[src/sv/srd_pkg.sv]
// Package for the signed restoring divider: widths, request and response
// payload types, and the record that travels down the divider pipeline.
// No dependencies.
package srd_pkg;

   localparam int WIDTH_BYTES   = 4;
   localparam int BITS_PER_BYTE = 8;
   localparam int DATA_W        = WIDTH_BYTES * BITS_PER_BYTE;
   localparam int QBITS_W       = 6;
   localparam int LEN_W         = 7;
   localparam int QBITS_MAX     = 63;

   typedef struct packed {
      logic signed [DATA_W-1:0] dividend;
      logic signed [DATA_W-1:0] divisor;
   } req_type;

   typedef struct packed {
      logic signed [DATA_W-1:0] quotient;
      logic [QBITS_W-1:0]       quotient_bits;
      logic                     divide_by_zero;
   } rsp_type;

   // Partial remainder, dividend bits still to be consumed (shifted out at
   // the top) with quotient bits shifted in at the bottom, divisor magnitude,
   // result sign and the zero-divisor flag.
   typedef struct packed {
      logic [DATA_W-1:0] rem;
      logic [DATA_W-1:0] aq;
      logic [DATA_W-1:0] nb;
      logic              neg;
      logic              dz;
   } stage_type;

endpackage

[src/sv/srd_div_stage.sv]
// One restoring division step: shifts in the next dividend bit, compares
// against the divisor magnitude and keeps or restores the partial remainder.
// Depends on srd_pkg.
module srd_div_stage (
   input  logic                clock,
   input  logic                reset,
   input  logic                en,
   input  logic                in_valid,
   input  srd_pkg::stage_type  in_data,
   output logic                out_valid_ff,
   output srd_pkg::stage_type  out_data_ff
);

   logic [srd_pkg::DATA_W:0] shifted;
   logic [srd_pkg::DATA_W:0] diff;
   logic                     take;
   srd_pkg::stage_type       out_data_in;

   always_comb begin
      shifted     = {in_data.rem, in_data.aq[srd_pkg::DATA_W-1]};
      diff        = shifted - {1'b0, in_data.nb};
      take        = (shifted >= {1'b0, in_data.nb});
      out_data_in = in_data;
      out_data_in.rem = take ? diff[srd_pkg::DATA_W-1:0] : shifted[srd_pkg::DATA_W-1:0];
      out_data_in.aq  = {in_data.aq[srd_pkg::DATA_W-2:0], take};
   end

   always_ff @(posedge clock) begin
      if (reset) begin
         out_valid_ff <= 1'b0;
      end else if (en) begin
         out_valid_ff <= in_valid;
      end
      if (en) begin
         out_data_ff <= out_data_in;
      end
   end

endmodule

[config.mk]
export PLATFORM = sky130hd
export DESIGN_NAME = srd_div_stage
export DESIGN_NICKNAME = d
export VERILOG_FILES = /design/src/sv/srd_pkg.sv /design/src/sv/srd_div_stage.sv
export SDC_FILE = /design/constraint.sdc
export NUM_CORES = 1
export LEC_CHECK = 0
export BUFFER_PORTS_ARGS = -buffer_cell sky130_fd_sc_hd__buf_2
export CORE_AREA = 5 5 109 111
export DETAILED_ROUTE_END_ITERATION = 12
export DIE_AREA = 0 0 114 116
export PLACE_DENSITY = 0.84
export SLEW_MARGIN = 20
export SYNTH_ARGS = -nofsm -noshare
export SYNTH_HDL_FRONTEND = slang
export SYNTH_SLANG_ARGS = --single-unit
export TNS_END_PERCENT = 30
[constraint.sdc]
create_clock -name clock -period 3.8 [get_ports clock]
set_input_delay 0.38 -clock clock [delete_from_list [all_inputs] [get_ports clock]]
set_output_delay 0.38 -clock clock [all_outputs]
set_load 0.05 [all_outputs]
==> metrics.yaml <==
status: "finished clean"
gp_congestion: 0.9088
fin_nets: 781
grt_max_degree: 55
first_pass_iters: 5
synth_area_leader_cell: "edfxtp_1"
period_share: 0.8578
die_w_um: 114
h-tree-depth: 3
crit_buf_inv: 2
drv_cap: 0
cts_tree: "built"
groute.usage.overall: 0.2019
wl_um: 13540
antenna_cells: 0
critPathMaxFanout: 4
viasPerCell: 5.237
ys_types: 48
p_per_area_nw_per_um2: 459.3
drive_gt1_frac: 0.3585
crit_slowest_cell: "o311a_1"
drt_iter0_markers: 261
netlist_instances: 444
synth.cell_area_sq_um: 5184
cpMostUsedCell: "a21oi_1"
critPathTopFamily: "compound AO/OA/AOI/OAI gates"
path_class: "in2reg"
synth_top_area_frac: 0.5677
setup_viol: 0
die_area_sq_um: 13220
min_period_ns: 3.260
vias: 4137
finClkSkew_ns: 0
combinationalPowerShare: 0.339
synth_edf_count: 98
internal-power_mw: 1.868
grt_util_met2: 0.3458
tightest_slew_ns: 0.4711
avgSynthCellArea_sq_um: 11.68
timing.fmax_mhz: 306.8
post-route-drc-count: 0
utilization: 0.6090
boundaryPins: 201
antenna_found_initial: 0
grt.busiest_layer: "met2"
cts_resized: 0
cts_buffers: 9
ys.flop_type: "edfxtp_1"
grt_pass1_wl_um: 21030
cts_root_buf: "clkbuf_8"
start_kind: "input pin"
gr-usage-met3: 0.03969
hold_violations: 0
ys_seq_area_frac: 0.5716
peakVddDrop_uv: 197.7
ys_top_cells_by_count: "edfxtp_1, a21oi_1, inv_1, nor2_1, ha_1"
cp_cell_sequence: "buf_2 > inv_1 > ha_1 > fa_1 > nand2b_1 > a21oi_1 > o21ai_0 > o311a_1 > a31oi_1 > a21oi_1 > o41ai_1 > xor2_1 > mux2_1"
worst_skew_pair.late_latency_ns: 0.38
async_flop_share: 0
p_switching_mw: 1.125
chipHeight_um: 116
yosysWarnings: 0
initial_core_util: 0.4846
areaGrowthSynthToFinish_pct: 25.68
finalSetupTns_ns: 0
p_leak_nw: 2.926
worstPathRequired_ns: 3.92
n_fill_cell: 924
port_buffers: 200
core-area_sq_um: 10700
slew_viol_final: 0
endpoint_kind: "register"
post-cts-setup-buffer-count: 0
clk_path_buf_depth: 2
overflow: 0
cts.sinks: 99
post-dp-hpwl_um: 10720
cts.clk_slew.worst_paths_ns: 0.10
slew-limit-headroom: 0.6826
grt_pass1_vias: 4144
min_path_type: "in2reg"
synth.most_common_cell: "edfxtp_1"
synth_area_leaders: "edfxtp_1, ha_1, a21oi_1"
cp.arrival_ns: 3.38
r2r_slack_ns: 3.20
avgRoutedWirePerCell_um: 17.14
synth_fp_nets: 579
swShare: 0.3760
max_stage_delay_ns: 0.41
gr-usage-met1: 0.2542
ant_nets: 0
rsz0062_at_grt: "no"
ys_ff_latch: 99
clkPwrFrac: 0.204
power_frac_seq: 0.457
holdBufCountCts: 0
rows: 38
-- metrics by stage --
step	setup slack [ns]	area [sq um]	std cells	total power, mW	hold slack, ns
2_1_floorplan	0.6446	5184	444	2.132	0.4524
3_3_place_gp	0.3476	6349	775	2.392	0.4698
3_5_place_dp	0.2176	6349	775	2.408	0.5130
4_1_cts	0.5961	6515	790	3.012	0.1390
5_1_grt	0.4238	6515	790	3.148	0.1408
6_report	0.5404	6515	790	2.993	0.1454
-- cell families after synthesis --
| group | synth area share |
|---|---|
| mux | 0.02751 |
| compound gates | 0.1419 |
| flops | 0.5716 |
| buf+inv | 0.04417 |
| simple gates | 0.08810 |
| xor+xnor | 0.04562 |
| fa+ha+maj | 0.08110 |
-- per-layer routing --
layer	routed length (um)	vias to the layer above
li1	-	2023
met3	969	21
met1	5674	1922
met2	6631	171
met4	266	0
met5	0	-
-- power groups by stage --
stage,logic (mW),clock network (mW),registers (mW)
finish,1.02,0.609,1.37
global route,1.08,0.686,1.38
floorplan,0.330,0,1.80
detailed placement,1.01,0,1.39
global placement,1.00,0,1.39
CTS,1.02,0.623,1.37
-- cells in the final DEF (no fill, tap or decap), types with 7 or more instances in the layout --
| cell | n |
|---|---|
| nor2_1 | 37 |
| xnor2_1 | 16 |
| buf_4 | 8 |
| nand3_1 | 8 |
| nand2_1 | 27 |
| edfxtp_1 | 98 |
| o21ai_0 | 16 |
| ha_1 | 32 |
| buf_2 | 199 |
| xor2_1 | 11 |
| a21o_1 | 12 |
| a21oi_1 | 54 |
| inv_1 | 38 |
| clkbuf_8 | 9 |
| nand4_1 | 7 |
-- worst paths after layout --
check / cells past startpoint / start / end
setup / recovery: 13 / in_data[65] / out_data_ff[96]
hold / removal: 2 / reset / out_valid_ff
setup reg to reg: 2 / out_valid_ff / out_valid_ff
hold reg to reg: 2 / out_valid_ff / out_valid_ff
-- state kept, by name, summed over array words and instances (netlist names) --
register and count:
out_data_ff 98, out_valid_ff 1
-- cell type report --
| cell class | instances | area [sq um] | share of cell area |
|---|---|---|---|
| Tap cell | 140 | 175.2 | 0.02689 |
| Inverter | 38 | 142.6 | 0.02189 |
| Clock buffer | 10 | 127.6 | 0.01959 |
| Multi-Input combinational cell | 290 | 1992 | 0.3057 |
| Sequential cell | 99 | 2963 | 0.4548 |
| Clock inverter | 5 | 38.79 | 0.005954 |
| Timing Repair Buffer | 208 | 1076 | 0.1652 |
Note: power is estimated with default switching activity, not from simulation.
