[src/sv/srd_pkg.sv]
// Package for the signed restoring divider: widths, request and response
// payload types, and the record that travels down the divider pipeline.
// No dependencies.
package srd_pkg;

   localparam int WIDTH_BYTES   = 4;
   localparam int BITS_PER_BYTE = 8;
   localparam int DATA_W        = WIDTH_BYTES * BITS_PER_BYTE;
   localparam int QBITS_W       = 6;
   localparam int LEN_W         = 7;
   localparam int QBITS_MAX     = 63;

   typedef struct packed {
      logic signed [DATA_W-1:0] dividend;
      logic signed [DATA_W-1:0] divisor;
   } req_type;

   typedef struct packed {
      logic signed [DATA_W-1:0] quotient;
      logic [QBITS_W-1:0]       quotient_bits;
      logic                     divide_by_zero;
   } rsp_type;

   // Partial remainder, dividend bits still to be consumed (shifted out at
   // the top) with quotient bits shifted in at the bottom, divisor magnitude,
   // result sign and the zero-divisor flag.
   typedef struct packed {
      logic [DATA_W-1:0] rem;
      logic [DATA_W-1:0] aq;
      logic [DATA_W-1:0] nb;
      logic              neg;
      logic              dz;
   } stage_type;

endpackage

[src/sv/srd_post.sv]
// Output stages of the signed restoring divider: applies the result sign,
// then finds the minimal two's complement bit length into the response register.
// Depends on srd_pkg.
module srd_post (
   input  logic                clock,
   input  logic                reset,
   input  logic                en,
   input  logic                in_valid,
   input  srd_pkg::stage_type  in_data,
   output logic                out_valid_ff,
   output srd_pkg::rsp_type    out_data_ff
);

   logic                       sgn_valid_ff;
   logic [srd_pkg::DATA_W-1:0] sgn_q_ff;
   logic [srd_pkg::DATA_W-1:0] sgn_q_in;
   logic                       sgn_dz_ff;
   logic [srd_pkg::DATA_W-1:0] v;
   logic [srd_pkg::LEN_W-1:0]  len;
   logic [srd_pkg::LEN_W-1:0]  bits;
   srd_pkg::rsp_type           out_data_in;

   assign sgn_q_in = in_data.neg ? ({srd_pkg::DATA_W{1'b0}} - in_data.aq) : in_data.aq;

   always_comb begin
      v   = sgn_q_ff[srd_pkg::DATA_W-1] ? ~sgn_q_ff : sgn_q_ff;
      len = '0;
      for (int i = 0; i < srd_pkg::DATA_W; i++) begin
         if (v[i]) begin
            len = srd_pkg::LEN_W'(i + 1);
         end
      end
      bits = len + 1'b1;
      if (bits > srd_pkg::LEN_W'(srd_pkg::QBITS_MAX)) begin
         bits = srd_pkg::LEN_W'(srd_pkg::QBITS_MAX);
      end
      if (sgn_dz_ff || (sgn_q_ff == '0)) begin
         out_data_in.quotient      = '0;
         out_data_in.quotient_bits = '0;
      end else begin
         out_data_in.quotient      = sgn_q_ff;
         out_data_in.quotient_bits = bits[srd_pkg::QBITS_W-1:0];
      end
      out_data_in.divide_by_zero = sgn_dz_ff;
   end

   always_ff @(posedge clock) begin
      if (reset) begin
         sgn_valid_ff <= 1'b0;
         out_valid_ff <= 1'b0;
      end else if (en) begin
         sgn_valid_ff <= in_valid;
         out_valid_ff <= sgn_valid_ff;
      end
      if (en) begin
         sgn_q_ff    <= sgn_q_in;
         sgn_dz_ff   <= in_data.dz;
         out_data_ff <= out_data_in;
      end
   end

endmodule

[config.mk]
export PLATFORM = sky130hd
export DESIGN_NAME = srd_post
export DESIGN_NICKNAME = d
export VERILOG_FILES = /design/src/sv/srd_pkg.sv /design/src/sv/srd_post.sv
export SDC_FILE = /design/constraint.sdc
export NUM_CORES = 1
export LEC_CHECK = 0
export BUFFER_PORTS_ARGS = -buffer_cell sky130_fd_sc_hd__buf_4
export CAP_MARGIN = 20
export CELL_PAD_IN_SITES_DETAIL_PLACEMENT = 0
export CELL_PAD_IN_SITES_GLOBAL_PLACEMENT = 1
export CORE_ASPECT_RATIO = 0.7
export CORE_UTILIZATION = 41
export DETAILED_ROUTE_END_ITERATION = 10
export HOLD_SLACK_MARGIN = 0.06
export PLACE_DENSITY = 0.83
export SYNTH_ARGS = -nofsm -noshare
export SYNTH_HDL_FRONTEND = slang
export SYNTH_SLANG_ARGS = --single-unit
[constraint.sdc]
create_clock -name clock -period 6.48 [get_ports clock]
set_clock_uncertainty 0.15 [all_clocks]
set_input_delay 0.324 -clock clock [delete_from_list [all_inputs] [get_ports clock]]
set_output_delay 0.324 -clock clock [all_outputs]
set_load 0.02 [all_outputs]
==> impl_metrics.json <==
{
  "outcome": "complete, no violations",
  "clock_sinks": 74,
  "wl_per_cell_um": 14.5,
  "cts_tree": "yes",
  "power.leakage_nw": 1.85,
  "whs_ns": 0.0836,
  "remaining_drc_errors": 0,
  "finalCriticalPeriod_ns": 3.26,
  "critical_path_required_ns": 6.40,
  "rsz0062_at_grt": "no",
  "drive_gt1_share_pct": 23.3,
  "antenna_found_initial": 0,
  "avgSynthCellArea_um2": 11.1,
  "clockBufferDepth": 2,
  "timing.rr.start": "sgn_q_ff[31]",
  "num_vias": 2961,
  "grtUsageTotal_pct": 16.8,
  "synth-edff-count": 72,
  "clock.fmax_mhz": 306,
  "grt_first_pass_wirelength_mm": 13.2,
  "start_util_pct": 42.8,
  "seq_area_frac_synth_pct": 56.0,
  "timing.critical_path.to_type": "register",
  "criticalPathCategory": "register to register",
  "min_from": "in_valid",
  "yosysMostFrequentCell": "edfxtp_1",
  "drt-vias-per-instance": 5.28,
  "drtPass1Iterations": 5,
  "syn2layout_area_growth_pct": 27.6,
  "ys_seq_elements": 74,
  "ant_nets": 0,
  "hold_viol_final": 0,
  "powerDensity_nw_per_um2": 287,
  "die_x_um": 119,
  "arrival_ns": 3.18,
  "htree_levels": 3,
  "antennaDiodeCount": 0,
  "die_height_um": 83.9,
  "routed_wl_mm": 8.11,
  "cp_max_fo": 28,
  "setup_viol": 0,
  "crit_path_start_kind": "register",
  "hp-class": "primary input to register",
  "cts_made_buffers": 9,
  "regArea_um2": 2200,
  "grt_pass1_vias": 2595,
  "core_area_um2": 9180,
  "syn_area_um2": 3930,
  "grt_max_degree": 75,
  "startpoint": "sgn_q_ff[31]",
  "finalSetupTns_ns": 0,
  "relSlewSlack_pct": 40.0,
  "drv_slew": 0,
  "ir_drop_mv": 0.119,
  "drtIter0Drc": 177,
  "finalNetCount": 538,
  "async_flop_share_pct": 0,
  "numPortBuffers": 77,
  "rows": 29,
  "post_cts_buffers": 0,
  "worstMarginPinSlew_ns": 0.900,
  "synth.distinct_cells": 51,
  "max_cap_viol_count": 0,
  "dpl.hpwl_mm": 6.00,
  "syn-instance-count": 354,
  "synth_top_area_cell": "edfxtp_1",
  "overflow": 0,
  "fp.dieArea_um2": 9990,
  "nFillCells": 800,
  "gp_congestion": 0.875,
  "syn-num-nets": 460,
  "clk_pin_slew_ns": 0.05,
  "yosysTopAreaCellShare_pct": 55.0,
  "pin_count": 142,
  "synth_commonest_cells": "edfxtp_1 (72), nor2_1 (30), xnor2_1 (30), nand2_1 (22), o21ai_0 (21)",
  "ys_dominant_reg_cell": "edfxtp_1",
  "yosysWarnings": 0,
  "ctsRootBufferMaster": "clkbuf_16",
  "clk_latency_ns": 0.33,
  "yosys-top-cells-area": "edfxtp_1 (55%), xnor2_1 (6.7%), nor2_1 (2.9%), o21ai_0 (2.7%), and2_1 (2.4%)",
  "multi_input_area_um2": 1630,
  "fin_crit_sh_pct": 50.4
}
final cells by class:
type,instances,area share (%)
sequential,74,43.9
multi-input combinational,254,32.5
timing repair buffer,81,12.3
clock buffer,11,4.84
tap,124,3.09
clock inverter,5,2.49
inverter,12,0.898
routing by layer:
metal,part of all wire (%),global-route usage [%],wire length (um),vias to the layer above
met5,0,0,0,-
met4,1.5,5.87,119,0
met3,5.7,3.35,459,12
met2,41,22.6,3300,105
met1,52,26.3,4230,1358
li1,-,-,-,1486
layout by cell type (no fill, tap or decap), types with 6 or more instances in the layout:
cell	synthesis	final
xnor2_1	30	30
edfxtp_1	72	72
and2_1	15	15
o31ai_1	11	11
a21oi_1	10	10
nor2b_1	14	14
nor2_1	30	30
nand2_1	22	22
nand3_1	8	8
buf_4	0	78
nand2b_1	6	6
nor3_1	13	13
clkbuf_16	0	9
inv_1	11	11
o21ai_0	21	21
flip-flops by register name, summed over array words and instances, names as in the netlist:
name,count
sgn_dz_ff,1
sgn_q_ff,32
out_valid_ff,1
sgn_valid_ff,1
out_data_ff,39
final timing paths:
path / to / slack (ns) / cells past startpoint
min: sgn_valid_ff / 0.08 / 3
max reg2reg: out_data_ff[5] / 3.22 / 8
max: out_data_ff[5] / 3.22 / 8
min reg2reg: sgn_valid_ff / 0.35 / 2
kinds of logic after synthesis:
family	after synthesis	share of synthesized area, %
compound gates	77	13.6
xor+xnor	31	6.90
mux	2	0.509
simple gates	140	19.2
flops	74	56.0
fa+ha+maj	4	1.27
buf+inv	26	2.48
power by group:
part / leakage [nW] / internal (W) / switching (W)
Clock: 0.180 / 0.000424 / 0.000174
Combinational: 0.929 / 0.0000961 / 0.000112
Sequential: 0.741 / 0.000583 / 0.0000520
Total: 1.85 / 0.00110 / 0.000338
critical path, stage by stage (launching register included):
cell,delay (ns)
edfxtp_1,0.75
or4_1,0.63
a21oi_1,0.14
a22oi_1,0.09
a211oi_1,0.26
o21ai_0,0.30
ha_1,0.34
a311oi_1,0.23
a211oi_1,0.09
timing repair:
item | CTS | global route
hold buffers | 3 | 0
gates resized for setup | 0 | 0
hold endpoints to repair | 4 | 0
stage by stage:
step	power (W)	setup WS [ns]	instance area (um^2)	util, %	std cells
2_1_floorplan	0.000751	3.55	3930	-	354
3_3_place_gp	0.000845	3.26	4620	50.3	542
3_5_place_dp	0.000850	3.24	4620	50.3	542
4_1_cts	0.00145	3.23	5020	54.7	561
5_1_grt	0.00150	3.03	5020	54.7	561
6_report	0.00144	3.22	5020	54.7	561
Note: power is estimated with default switching activity, not from simulation.
