`config.mk`:
```
export PLATFORM = sky130hd
export DESIGN_NAME = srd_prep
export DESIGN_NICKNAME = d
export VERILOG_FILES = /design/src/sv/srd_pkg.sv /design/src/sv/srd_prep.sv
export SDC_FILE = /design/constraint.sdc
export NUM_CORES = 1
export LEC_CHECK = 0
export ABC_AREA = 1
export ABC_CLOCK_PERIOD_IN_PS = 1500
export BUFFER_PORTS_ARGS = -buffer_cell sky130_fd_sc_hd__buf_2
export CORE_MARGIN = 4
export CORE_UTILIZATION = 30
export CTS_CLUSTER_SIZE = 12
export DETAILED_ROUTE_END_ITERATION = 7
export GPL_ROUTABILITY_DRIVEN = 1
export HOLD_SLACK_MARGIN = 0.12
export SYNTH_ARGS = -nofsm -noshare
export SYNTH_HDL_FRONTEND = slang
export SYNTH_SLANG_ARGS = --single-unit
```
`constraint.sdc`:
```
create_clock -name clock -period 1.5 [get_ports clock]
set_input_delay 0 -clock clock [delete_from_list [all_inputs] [get_ports clock]]
set_output_delay 0 -clock clock [all_outputs]
set_load 0.005 [all_outputs]
```
`src/sv/srd_pkg.sv`:
```
// Package for the signed restoring divider: widths, request and response
// payload types, and the record that travels down the divider pipeline.
// No dependencies.
package srd_pkg;

   localparam int WIDTH_BYTES   = 4;
   localparam int BITS_PER_BYTE = 8;
   localparam int DATA_W        = WIDTH_BYTES * BITS_PER_BYTE;
   localparam int QBITS_W       = 6;
   localparam int LEN_W         = 7;
   localparam int QBITS_MAX     = 63;

   typedef struct packed {
      logic signed [DATA_W-1:0] dividend;
      logic signed [DATA_W-1:0] divisor;
   } req_type;

   typedef struct packed {
      logic signed [DATA_W-1:0] quotient;
      logic [QBITS_W-1:0]       quotient_bits;
      logic                     divide_by_zero;
   } rsp_type;

   // Partial remainder, dividend bits still to be consumed (shifted out at
   // the top) with quotient bits shifted in at the bottom, divisor magnitude,
   // result sign and the zero-divisor flag.
   typedef struct packed {
      logic [DATA_W-1:0] rem;
      logic [DATA_W-1:0] aq;
      logic [DATA_W-1:0] nb;
      logic              neg;
      logic              dz;
   } stage_type;

endpackage

```
`src/sv/srd_prep.sv`:
```
// Input stage of the signed restoring divider: takes operand magnitudes,
// the result sign and the zero-divisor flag into the first pipeline register.
// Depends on srd_pkg.
module srd_prep (
   input  logic                clock,
   input  logic                reset,
   input  logic                en,
   input  logic                in_valid,
   input  srd_pkg::req_type    in_data,
   output logic                out_valid_ff,
   output srd_pkg::stage_type  out_data_ff
);

   logic [srd_pkg::DATA_W-1:0] a;
   logic [srd_pkg::DATA_W-1:0] b;
   srd_pkg::stage_type         out_data_in;

   always_comb begin
      a = in_data.dividend;
      b = in_data.divisor;
      out_data_in.rem = '0;
      out_data_in.aq  = a[srd_pkg::DATA_W-1] ? ({srd_pkg::DATA_W{1'b0}} - a) : a;
      out_data_in.nb  = b[srd_pkg::DATA_W-1] ? ({srd_pkg::DATA_W{1'b0}} - b) : b;
      out_data_in.neg = a[srd_pkg::DATA_W-1] ^ b[srd_pkg::DATA_W-1];
      out_data_in.dz  = (b == '0);
   end

   always_ff @(posedge clock) begin
      if (reset) begin
         out_valid_ff <= 1'b0;
      end else if (en) begin
         out_valid_ff <= in_valid;
      end
      if (en) begin
         out_data_ff <= out_data_in;
      end
   end

endmodule

```
==> impl_metrics.csv, run 1 <==
group,metric,value,unit
status,status,"finished, final reports clean",
synth,synth_fa_ha_area_share,1.16,%
finish,layout_common_cells,"nand2_1, buf_2, nor2_1, edfxtp_1, dlygate4sd3_1",
placement,port_buffers,134,
die,ioPinCount,167,
routing,routed_wl,12600,um
placement,dp_hpwl,9450,um
power,ir_drop,0.456,mV
power,fin_total_pwr,5.21,mW
synth,synth_top_family_by_area,"simple AND/OR/NAND/NOR gates",
finish,fin_nets,830,
routing,final_antenna_net_count,0,
clock_tree,cts.sinks,67,
sta,finClkSkew,0,ps
synth,ys_seq_elements,67,
routing,wl_per_cell,13.4,um
finish,multi_input_area,2060,sq um
sta,fin_crit_sh,94.9,%
synth,ys_warn_count,0,
sta,rsz0062_at_grt,"yes",
grt,grt_first_pass_wirelength,19400,um
sta,fmax,703,MHz
routing,drt_iter0_markers,240,
placement,placed_area,5090,sq um
setup_path,crit_type,"in2reg",
clock_tree,clkTransAtPathRegs,50,ps
clock_tree,htree_levels,3,
routing,vias_per_cell,4.38,
finish,nFillCells,1421,
finish,syn2layout_area_growth,41.6,%
finish,final_common_cell,"nand2_1",
clock_tree,numCtsBuffers,9,
sta,fin_crit,1420,ps
setup_path,crit_required,1590,ps
die,start_util,30.8,%
setup_path,end_kind,"flip-flop",
setup_path,cp-start-kind,"input pin",
synth,netlist_area,4310,sq um
synth,yosysUniqueCellTypes,25,
setup_path,reg2reg_slack,340,ps
setup_path,worstPathMaxFanout,5,
clock_tree,cts_tree,"yes",
die,die_area,16400,sq um
die,die_w,128,um
synth,ys_seq_area_share,46.4,%
sta,final-hold-violation-count,0,
finish,final_area,6100,sq um
synth,muxShareOfSynthArea,0.232,%
finish,antenna_cells,0,
clock_tree,clockBufferDepth,2,
clock_tree,clock_latency,330,ps
setup_path,cp.arrival,1510,ps
setup_path,cp_cell_sequence,"dlygate4sd3_1, buf_2, inv_1, ha_2, nand2_2, nor2_4, nand2_2, nand2_4, nand2_1, nand2_1, nand2_1",
synth,synthXorXnorAreaFrac,6.30,%
setup_path,critPathMaxStageDelay,530,ps
min_path,hp-class,"in2reg",
grt,grtUsageTotal,15.1,%
die,num_rows,43,
setup_path,critPathSlowestCell,"dlygate4sd3_1",
synth,syn_inst,548,
synth,synthSimpleGateAreaFrac,33.1,%
synth,synth_compound_area_share,2.09,%
setup_path,cpMostUsedCell,"nand2_1",
finish,final-seq-area,2000,sq um
routing,route.vias.total,4124,
grt,grt_overflow,0,
clock_tree,root_buffer,"clkbuf_16",
die,die_y,128,um
sta,setup_violations,0,
routing,dr.pass1.iters,4,
placement,gp_congestion,0.931,
die,core,14000,sq um
grt,antenna_found_initial,0,
grt,grt_pass1_vias,3981,
sta,final_max_slew_viol_count,0,
finish,drive_above_1_share,26.7,%
job,maxCapViolations,0,
synth,avgSynthCellArea,7.87,sq um
power,power_density,853,nW/um^2
grt,grt_max_degree,68,
routing,drcViolationCount,0,
power,leakage,2.78,nW
## layout make-up
class                   instances  share of cell area [%]
flip-flops and latches         67                    32.8
well taps                     180                    3.69
clock inverters                 5                   0.369
clock buffers                   9                    3.69
inverters                      48                    2.95
repair buffers                207                    22.8
multi-input cells             425                    33.7
## registers in the layout (all words and copies together) (netlist names)
register      cells
out_data_ff      66
out_valid_ff      1
## cells in the mapped netlist
library cell / n / share of area (%)
xnor2_1: 17 / 3.5
o21ai_0: 12 / 1.4
xor2_1: 14 / 2.8
buf_1: 1 / 0.087
ha_1: 4 / 1.2
nor2_1: 88 / 7.7
nor2_4: 4 / 1.0
conb_1: 1 / 0.087
o31ai_1: 1 / 0.17
mux2i_1: 1 / 0.23
buf_2: 4 / 0.46
nand3b_1: 4 / 0.70
nand3_1: 35 / 4.1
nand2_1: 188 / 16
nand2_4: 1 / 0.26
o21ai_1: 1 / 0.12
dfxtp_1: 1 / 0.46
inv_1: 48 / 4.2
o21ai_2: 2 / 0.41
nand2_2: 5 / 0.73
nor2_2: 9 / 1.3
nor3_1: 3 / 0.35
buf_4: 34 / 5.9
nand4_1: 4 / 0.58
edfxtp_1: 66 / 46
## logic make-up (layout without fill, tap and decap cells)
kind of cell               after synthesis  count (layout)
and+or+nand+nor                        341             341
buffers and inverters                   87             269
DFF                                     67              67
xor gates and xnor gates                31              31
AOI/OAI and AO/OA                       16              16
adders and majority gates                4               4
other                                    1              32
muxes                                    1               1
## through the flow
| step | setup TNS, ps | setup WS (ps) | std cells | hold WS, ps | util (%) |
|---|---|---|---|---|---|
| after floorplan | 0 | 466 | 579 | 72.4 | - |
| after global placement | 0 | 205 | 859 | 158 | 36.4 |
| after detailed placement | 0 | 176 | 859 | 162 | 36.4 |
| after CTS | 0 | 39.7 | 938 | 123 | 42.8 |
| after global routing | -31.5 | -18.2 | 941 | 137 | 43.6 |
| final | 0 | 76.9 | 941 | 140 | 43.6 |
## critical path, delay by kind of cell
family	cells	cell delay, ps
adder cells (fa/ha/maj)	1	190
buffers and inverters	3	740
AND/OR/NAND/NOR	7	580
## layer usage
| metal | wire (um) | global-route usage [%] |
|---|---|---|
| met3 | 944 | 4.67 |
| met2 | 6220 | 26.1 |
| met1 | 5180 | 17.9 |
| met5 | 0 | 0 |
| met4 | 256 | 5.06 |
## worst paths after layout
kind / startpoint / to / cells past startpoint
worst max-delay path: in_data[1] / out_data_ff[22] / 11
worst min register to register: out_valid_ff / out_valid_ff / 3
worst min-delay path: in_data[47] / out_data_ff[49] / 3
worst max register to register: out_valid_ff / out_valid_ff / 3
## power by group
group,total [mW],leakage [nW],internal (mW),switching [mW]
sequential,2.32,0.652,2.28,0.0462
clock,1.86,0.126,1.08,0.780
combinational,1.02,2.00,0.463,0.562
total,5.21,2.78,3.82,1.39
## repair_timing
item                                    in CTS  in global routing
hold buffers                                65                  0
setup buffers                                0                  3
gates resized for setup                      0                 34
hold endpoints to repair                    66                  0
endpoints found under the setup margin       0                 23
Power figures use the tool's default switching activity.
==> inputs of run 2 (changes only) <==
--- a/config.mk
+++ b/config.mk
@@ -6,8 +6,9 @@
 export NUM_CORES = 1
 export LEC_CHECK = 0
 export ABC_AREA = 1
-export ABC_CLOCK_PERIOD_IN_PS = 1500
+export ABC_CLOCK_PERIOD_IN_PS = 1800
 export BUFFER_PORTS_ARGS = -buffer_cell sky130_fd_sc_hd__buf_2
+export CORE_ASPECT_RATIO = 0.5
 export CORE_MARGIN = 4
 export CORE_UTILIZATION = 30
 export CTS_CLUSTER_SIZE = 12
==> constraint.sdc (replaced) <==
create_clock -name clock -period 1.8 [get_ports clock]
set_input_delay 0 -clock clock [delete_from_list [all_inputs] [get_ports clock]]
set_output_delay 0 -clock clock [all_outputs]
set_load 0.005 [all_outputs]
==> run 2 against run 1 <==
Sequential share of layout area rose by 0.28 points. Global-route usage down 0.052 points. Sequential power is 16% lower. Worst setup slack gained 120 ps. Wire length down 1.4%. Highest routed layer unchanged. Critical endpoint is now out_data_ff[3]. Clock power barely moved. Worst hold slack better by 53 ps.
==> impl_metrics.csv, run 2 (same netlist as run 1, synthesis figures left out) <==
group,metric,value,unit
status,status,"finished, final reports clean",
placement,dp_hpwl,9300,um
finish,regMostFlops,"out_data_ff",
die,core,13800,sq um
die,die_w,178,um
die,num_rows,30,
clock_tree,htree_levels,3,
clock_tree,cts_tree,"yes",
min_path,hold_depth,2,
sta,final-hold-violation-count,0,
clock_tree,cts.sinks,67,
grt,grt_overflow,0,
sta,fin_crit,1610,ps
setup_path,cp-start-kind,"input pin",
die,ioPinCount,167,
min_path,holdPathEnd,"out_data_ff[62]",
grt,grt_pass1_vias,4062,
die,die_area,16500,sq um
clock_tree,root_buffer,"clkbuf_16",
die,start_util,31.2,%
clock_tree,clock_latency,330,ps
clock_tree,hold_buffers,65,
die,die_y,92.8,um
routing,drt_iter0_markers,231,
setup_path,crit_required,1870,ps
setup_path,cpMostUsedCell,"dlygate4sd3_1",
sta,setup_violations,0,
grt,antenna_found_initial,0,
clock_tree,clkTransAtPathRegs,60,ps
routing,wl_per_cell,13.1,um
setup_path,worstPathMaxFanout,3,
grt,grt_max_degree,68,
setup_path,reg2reg_slack,660,ps
setup_path,reg2reg_from,"out_valid_ff",
finish,antenna_cells,0,
clock_tree,clockBufferDepth,2,
finish,final_common_cell,"nand2_1",
placement,port_buffers,134,
setup_path,timing.rr.end,"out_valid_ff",
power,fin_total_pwr,4.59,mW
placement,gp_congestion,0.888,
setup_path,cp.arrival,1680,ps
setup_path,path_buf_inv,4,
clock_tree,post_cts_buffers,0,
clock_tree,numCtsBuffers,9,
setup_path,cpLargestDelayFamily,"buffers and inverters",
clock_tree,cts_resized,0,
grt,grtUsageTotal,15.1,%
routing,dr.pass1.iters,4,
sta,setup_tns,0,ps
setup_path,cp_cell_sequence,"dlygate4sd3_1, buf_2, inv_1, ha_1, nand2_1, o21ai_0, dlygate4sd3_1",
power,leakage,2.78,nW
min_path,min-delay-start,"en",
finish,syn2layout_area_growth,40.4,%
finish,reg_top3,"out_data_ff (66), out_valid_ff (1)",
finish,fin_util,43.8,%
sta,fin_crit_sh,89.3,%
setup_path,end_kind,"flip-flop",
sta,fmax,622,MHz
routing,routed_wl,12400,um
setup_path,r2r.worst_path.cells,3,
finish,drive_above_1_share,22.7,%
sta,rsz0062_at_grt,"no",
power,power_density,758,nW/um^2
routing,final_antenna_net_count,0,
sta,finClkSkew,0,ps
finish,fin_nets,825,
job,maxCapViolations,0,
grt,grt_first_pass_wirelength,19800,um
routing,route.vias.total,4066,
routing,vias_per_cell,4.28,
setup_path,critPathSlowestCell,"dlygate4sd3_1",
finish,layout_common_cells,"nand2_1, buf_2, nor2_1, edfxtp_1, dlygate4sd3_1",
power,ir_drop,0.458,mV
sta,final_max_slew_viol_count,0,
setup_path,critPathMaxStageDelay,550,ps
min_path,hp-class,"in2reg",
routing,drcViolationCount,0,
finish,largest_reg_flops,66,
setup_path,crit_type,"in2reg",
==> run 2: changes by cell type in the layout (fill, tap and decap cells not counted), moves of 3 or more <==
cell and change:
buf_4 -5, nand2_1 +4, nor2_2 -17, nand2_2 -3, o21ai_0 +3, nor2_1 +19
==> run 2: routing by layer <==
| layer | GRT usage (%) | vias up | wire length, um |
|---|---|---|---|
| met5 | 0 | - | 0 |
| met4 | 5.14 | 0 | 230 |
| met3 | 3.75 | 19 | 801 |
| met2 | 26.6 | 137 | 5970 |
| met1 | 18.0 | 1826 | 5420 |
| li1 | - | 2084 | - |
==> run 2: stage by stage <==
| step | cells | instance area (sq um) | worst slack, ps | hold slack, ps |
|---|---|---|---|---|
| floorplan | 579 | 4430 | 766 | 72.4 |
| global placement | 869 | 5090 | 496 | 157 |
| detailed placement | 869 | 5090 | 497 | 161 |
| CTS | 950 | 6050 | 211 | 208 |
| global route | 950 | 6050 | 100 | 220 |
| finish | 950 | 6050 | 193 | 193 |
==> run 2: final cells by class <==
class / count / area (sq um)
inverters: 48 / 180
clock buffers: 9 / 225
clock inverters: 7 / 82.6
fillers: 1411 / 7760
repair buffers: 202 / 1360
well taps: 192 / 240
multi-input cells: 425 / 1970
flip-flops and latches: 67 / 2000
==> run 2: worst max path at each step <==
stage	startpoint	end	cells past startpoint
2_1_floorplan	in_data[33]	out_data_ff[50]	8
3_3_place_gp	in_data[53]	out_data_ff[57]	7
3_5_place_dp	in_data[53]	out_data_ff[57]	7
4_1_cts	in_data[0]	out_data_ff[3]	7
5_1_grt	in_data[0]	out_data_ff[3]	7
6_report	in_data[0]	out_data_ff[3]	7
==> run 2: power by group <==
group | switching, mW | internal (mW)
Clock | 0.633 | 1.19
Sequential | 0.0384 | 1.90
Combinational | 0.450 | 0.375
